`src/rtl/btlpm_pkg.sv`:
```
`timescale 1ns / 1ps

package btlpm_pkg;

  typedef enum logic [1:0] {
    S_IDLE,
    S_WALK,
    S_DONE
  } state_e;

  typedef enum logic [2:0] {
    ACT_NONE,
    ACT_LOAD,
    ACT_DESCEND,
    ACT_ALLOC,
    ACT_MARK,
    ACT_FULL,
    ACT_LK_DONE,
    ACT_PUSH
  } action_e;

  typedef enum logic [2:0] {
    ST_NEW     = 3'd0,
    ST_UPDATED = 3'd1,
    ST_FULL    = 3'd2,
    ST_HIT     = 3'd3,
    ST_MISS    = 3'd4
  } status_e;

  localparam logic KIND_INSERT = 1'b0;
  localparam logic KIND_LOOKUP = 1'b1;

  typedef struct packed {
    logic is_lookup;
    logic at_end;
    logic nxt_zero;
    logic store_full;
    logic out_free;
  } dp_status_t;

endpackage

```
`src/rtl/btlpm_ctrl.sv`:
```
`timescale 1ns / 1ps

module btlpm_ctrl (
  input  logic                   clk_i,
  input  logic                   rst_ni,
  input  logic                   in_valid_i,
  output logic                   in_stall_o,
  input  btlpm_pkg::dp_status_t  stat_i,
  output btlpm_pkg::action_e     act_o
);
  import btlpm_pkg::*;

  state_e state_q, state_d;

  always_ff @(posedge clk_i or negedge rst_ni) begin
    if (!rst_ni) begin
      state_q <= S_IDLE;
    end else begin
      state_q <= state_d;
    end
  end

  always_comb begin
    state_d    = state_q;
    act_o      = ACT_NONE;
    in_stall_o = (state_q != S_IDLE);
    unique case (state_q)
      S_IDLE: begin
        if (in_valid_i) begin
          act_o   = ACT_LOAD;
          state_d = S_WALK;
        end
      end
      S_WALK: begin
        if (stat_i.is_lookup) begin
          if (stat_i.at_end || stat_i.nxt_zero) begin
            act_o   = ACT_LK_DONE;
            state_d = S_DONE;
          end else begin
            act_o = ACT_DESCEND;
          end
        end else begin
          priority if (stat_i.at_end) begin
            act_o   = ACT_MARK;
            state_d = S_DONE;
          end else if (!stat_i.nxt_zero) begin
            act_o = ACT_DESCEND;
          end else if (stat_i.store_full) begin
            act_o   = ACT_FULL;
            state_d = S_DONE;
          end else begin
            act_o = ACT_ALLOC;
          end
        end
      end
      S_DONE: begin
        if (stat_i.out_free) begin
          act_o   = ACT_PUSH;
          state_d = S_IDLE;
        end
      end
      default: begin
        state_d = S_IDLE;
      end
    endcase
  end

endmodule

```
`config.mk`:
```
export PLATFORM = sky130hd
export DESIGN_NAME = btlpm_ctrl
export DESIGN_NICKNAME = d
export VERILOG_FILES = /design/src/rtl/btlpm_pkg.sv /design/src/rtl/btlpm_ctrl.sv
export SDC_FILE = /design/constraint.sdc
export NUM_CORES = 1
export LEC_CHECK = 0
export BUFFER_PORTS_ARGS = -buffer_cell sky130_fd_sc_hd__buf_2
export CORE_AREA = 4 4 41 43
export DETAILED_ROUTE_END_ITERATION = 10
export DIE_AREA = 0 0 45 47
export GPL_ROUTABILITY_DRIVEN = 0
export PLACE_DENSITY = 0.3
export REMOVE_ABC_BUFFERS = 1
export SKIP_LAST_GASP = 1
export SLEW_MARGIN = 0
export SYNTH_ARGS = -nofsm -noshare
export SYNTH_HDL_FRONTEND = slang
export SYNTH_SLANG_ARGS = --single-unit
```
`constraint.sdc`:
```
create_clock -name clk_i -period 1 [get_ports clk_i]
set_input_delay 0.15 -clock clk_i [delete_from_list [all_inputs] [get_ports clk_i]]
set_output_delay 0.15 -clock clk_i [all_outputs]
set_load 0.03 [all_outputs]
```
# Word-level counts from Yosys, hierarchy flattened
# Cells that the tools add are included.
dict set report totals {
  register_bits 2
  inputBits 8
  output_inout_bits 4
  wordCells 28
}
dict set report op_classes {
  eq_ne 7
  muxes 16
  n_reduce_logical 4
}
# operator count
set ops {}
lappend ops {{3-bit 2-to-1 mux} 6}
lappend ops {{2-bit 2-to-1 mux} 7}
lappend ops {{3-bit case mux with 3 select lines} 1}
lappend ops {{4-bit != test (second input constant)} 2}
lappend ops {{2-bit case mux with 3 select lines} 1}
lappend ops {{5-bit AND reduction} 1}
lappend ops {{2-bit != test (second input constant)} 2}
lappend ops {{3-bit != test (second input constant)} 1}
lappend ops {{2-bit by 1-bit == test with 1-bit output (second input constant)} 1}
lappend ops {{2-bit == test (second input constant)} 1}
lappend ops {{2-bit zero test} 1}
lappend ops {{2-bit nonzero test} 1}
lappend ops {{1-bit logical OR} 1}
lappend ops {{1-bit 2-to-1 mux} 1}

# Longest topological paths before layout
dict set report depth {
  depth_word 5
  ltp_mapped 2
}

# Least setup slack after synthesis
# No wires, ideal clock.
dict set report synth_timing {
  path_kind {reg2out}
  from {register state_q[1]}
  to {output act_o[0]}
  arrival_ns 1.389
  path_slack_ns -0.539
  path_stages_with_launch 3
  cell_sequence {dfrtp_1 > nand2b_4 > o32ai_1}
}
dict set report synth_via {
  elab_chain_len 2
}
# element line_no
set synth_lines {}
lappend synth_lines {{start, declared} btlpm_ctrl.sv:13} ;# state_e state_q, state_d;
lappend synth_lines {{start signal, assigned} btlpm_ctrl.sv:19} ;# state_q <= state_d;
lappend synth_lines {{2-bit == test, or another cell as far along} btlpm_ctrl.sv:27} ;# unique case (state_q)
lappend synth_lines {{3-bit case mux with 3 select lines (*)} btlpm_ctrl.sv:27}
lappend synth_lines {{end, declared} btlpm_ctrl.sv:9} ;# output btlpm_pkg::action_e act_o
# Every way passes the cells marked *; elsewhere a longest branch is shown, timed or not.

# Worst setup path in the final report
# Same ends and word-level chain as after synthesis.

==> impl_metrics.env <==
export IMPL_worstSetupEndpointType="output port"
export IMPL_path_cells="nand2b_4, o32ai_2, buf_4"
export IMPL_grt_overflow=0
export IMPL_grt_use_total_pct=6.48
export IMPL_slew_violations=0
export IMPL_synth_area_sq_um=178
export IMPL_synthTopCellsByArea="dfrtp_1 28%, o32ai_1 15%, o31ai_1 8.5%, nand2b_4 7.7%, nand2b_1 7.0%"
export IMPL_fin_nets=49
export IMPL_worstSetupPathType="flip-flop to output port"
export IMPL_clk_latency_ps=220
export IMPL_post_route_period_util_pct=131
export IMPL_p_seq_share_pct=14.5
export IMPL_htreeDepth=1
export IMPL_synth_ff_latch_count=2
export IMPL_setup_viol_count_final=4
export IMPL_p_sw_mw=0.432
export IMPL_critPathSlowestCell="dfrtp_1"
export IMPL_rsz0062_at_grt="yes"
export IMPL_yosysSeqAreaShare_pct=28.2
export IMPL_outcome="finished with violations"
export IMPL_power_leakage_nw=0.175
export IMPL_wirelength_microns=541
export IMPL_synth_cells=19
export IMPL_critPathTopFamily="flip-flops"
export IMPL_hold_path_class="primary input to flip-flop"
export IMPL_die_h_microns=47
export IMPL_clock_path_buffers=2
export IMPL_synth_warnings=0
export IMPL_worstMarginPinSlew_ps=299
export IMPL_post_route_min_period_ps=1310
export IMPL_numCtsBuffers=3
export IMPL_cts_sink_count=2
export IMPL_p_int_mw=0.616
export IMPL_worstPathRequired_ps=850
export IMPL_r2r_slack_ps=20
export IMPL_start_util_pct=13.7
export IMPL_cp_max_fo=5
export IMPL_first_global_vias=226
export IMPL_num_rows=13
export IMPL_power_frac_clock_pct=16.9
export IMPL_yosys_area_top_type="dfrtp_1"
export IMPL_setup_ws_ps=-306
export IMPL_cp_start_kind="flip-flop"
export IMPL_syn_avg_cell_area_sq_um=9.35
export IMPL_ir_drop_v=0.00118
export IMPL_final_layout_size_suffix_gt1_share_pct=61.5
export IMPL_largest_register="state_q"
export IMPL_vias=223
export IMPL_via_per_inst=4.13
export IMPL_initialDrtViolationCount=0
export IMPL_pre_cts_slack_ps=-167
export IMPL_combinationalPowerShare_pct=68.6
export IMPL_core_area_sq_um=1300
export IMPL_portBuffers=11
export IMPL_dp_hpwl_microns=453
export IMPL_crit_arrival_ps=1160
export IMPL_seqCellArea_sq_um=50.0
export IMPL_clk_pin_slew_worst_paths_ps=30
export IMPL_hold_viol=0
export IMPL_timing_hold_ws_ps=156
export IMPL_die_w_microns=45
export IMPL_violations="negative setup slack"
export IMPL_path_buf_inv=1
export IMPL_drv_cap=0
export IMPL_wl_per_cell_microns=10.0
export IMPL_sw_frac_of_total_pct=41.2
export IMPL_antenna_cells=0
export IMPL_io_pins=12
export IMPL_detail_route_antenna_nets=0
export IMPL_max_slew_margin_pct=79.9
export IMPL_reg_top3="state_q x2"
export IMPL_dieArea_sq_um=2120
export IMPL_clock_skew_ps=2.43
export IMPL_finalPower_mw=1.05
export IMPL_cp_slowest_stage_delay_ps=370
export IMPL_grt_pass1_wl_microns=897
export IMPL_dr_pass1_iters=1
export IMPL_cts_root_buf="clkbuf_4"
export IMPL_grt_max_degree=6
export IMPL_drc_errors=0
export IMPL_areaGrowthSynthToFinish_pct=106
export IMPL_cts_tree="yes"
export IMPL_synth_top_area_share_pct=28.2
export IMPL_synth_cell_types=14
export IMPL_finalSetupTns_ps=-1180
export IMPL_fill_cells=148
export IMPL_largest_reg_flops=2
export IMPL_fmax_ghz=0.766
export IMPL_grt_antenna_before_repair=0
export IMPL_p_per_area_nw_per_um2=2870
export IMPL_multi_input_area_sq_um=146
-- cells by family (layout without fill, tap and decap cells) --
| logic type | Yosys count | after routing | share of synthesized area, % |
|---|---|---|---|
| AO/OA/AOI/OAI | 6 | 6 | 27.5 |
| multiplexers | 1 | 1 | 5.63 |
| flip-flops | 2 | 2 | 28.2 |
| AND/OR/NAND/NOR | 9 | 9 | 36.6 |
| buffers and inverters | 1 | 21 | 2.11 |
-- final cells by class --
type | count | area share, %
Sequential cell | 2 | 13.7
Inverter | 1 | 1.03
Timing Repair Buffer | 17 | 33.9
Tap cell | 15 | 5.14
Clock buffer | 3 | 6.16
Multi-Input combinational cell | 16 | 40.1
-- power groups by stage --
stage	clock network, mW	registers, mW	logic (mW)
after floorplan	0	0.158	0.345
after global placement	0	0.147	0.548
after detailed placement	0	0.147	0.546
after CTS	0.192	0.153	0.679
after global routing	0.212	0.159	0.766
final	0.177	0.152	0.719
-- stage by stage --
step | utilization (%) | std cells | cell area (sq um)
floorplan | - | 19 | 178
global placement | 21.6 | 49 | 282
detailed placement | 21.6 | 49 | 282
CTS | 27.3 | 53 | 355
global route | 28.1 | 54 | 365
finish | 28.1 | 54 | 365
-- cell usage after synthesis --
library cell / number
nand3b_1: 1
o32ai_1: 3
dfrtp_1: 2
nand2b_1: 2
nor3_1: 1
and3b_1: 1
inv_1: 1
or2_1: 1
nand2b_4: 1
nor2_1: 1
o21a_1: 1
and2b_1: 1
mux2i_1: 1
o31ai_1: 2
-- path summary, 6_finish.rpt --
path	start	endpoint	depth (start not counted)
hold reg to reg	state_q[1]	state_q[1]	2
hold / removal	stat_i[0]	state_q[1]	2
max in group asynchronous	rst_ni	state_q[1]	2
min in group asynchronous	rst_ni	state_q[0]	2
setup reg to reg	state_q[1]	state_q[0]	3
setup / recovery	state_q[1]	act_o[0]	3
-- layer usage --
layer  routed length [microns]  GRT usage, %
met1                       206          5.23
met2                       258          9.32
met3                        76          4.21
met4                         0          8.77
met5                         0             0
-- cells in the final DEF (no fill, tap or decap), drive strengths merged --
master / instances
and2b: 1
and3b: 1
buf: 16
clkbuf: 3
dfrtp: 2
dlygate4sd3: 1
inv: 1
mux2i: 1
nand2b: 3
nand3b: 1
nor2: 1
nor3: 1
o21a: 1
o31ai: 2
o32ai: 3
or2: 1
-- timing repair --
item / CTS / global route
pin swaps: 5 / 2
endpoints found under the hold margin: 2 / 0
hold buffers: 1 / 0
resized for setup: 10 / 1
endpoints found under the setup margin: 5 / 6
setup buffers: 0 / 1
(Power assumes the default switching activity.)
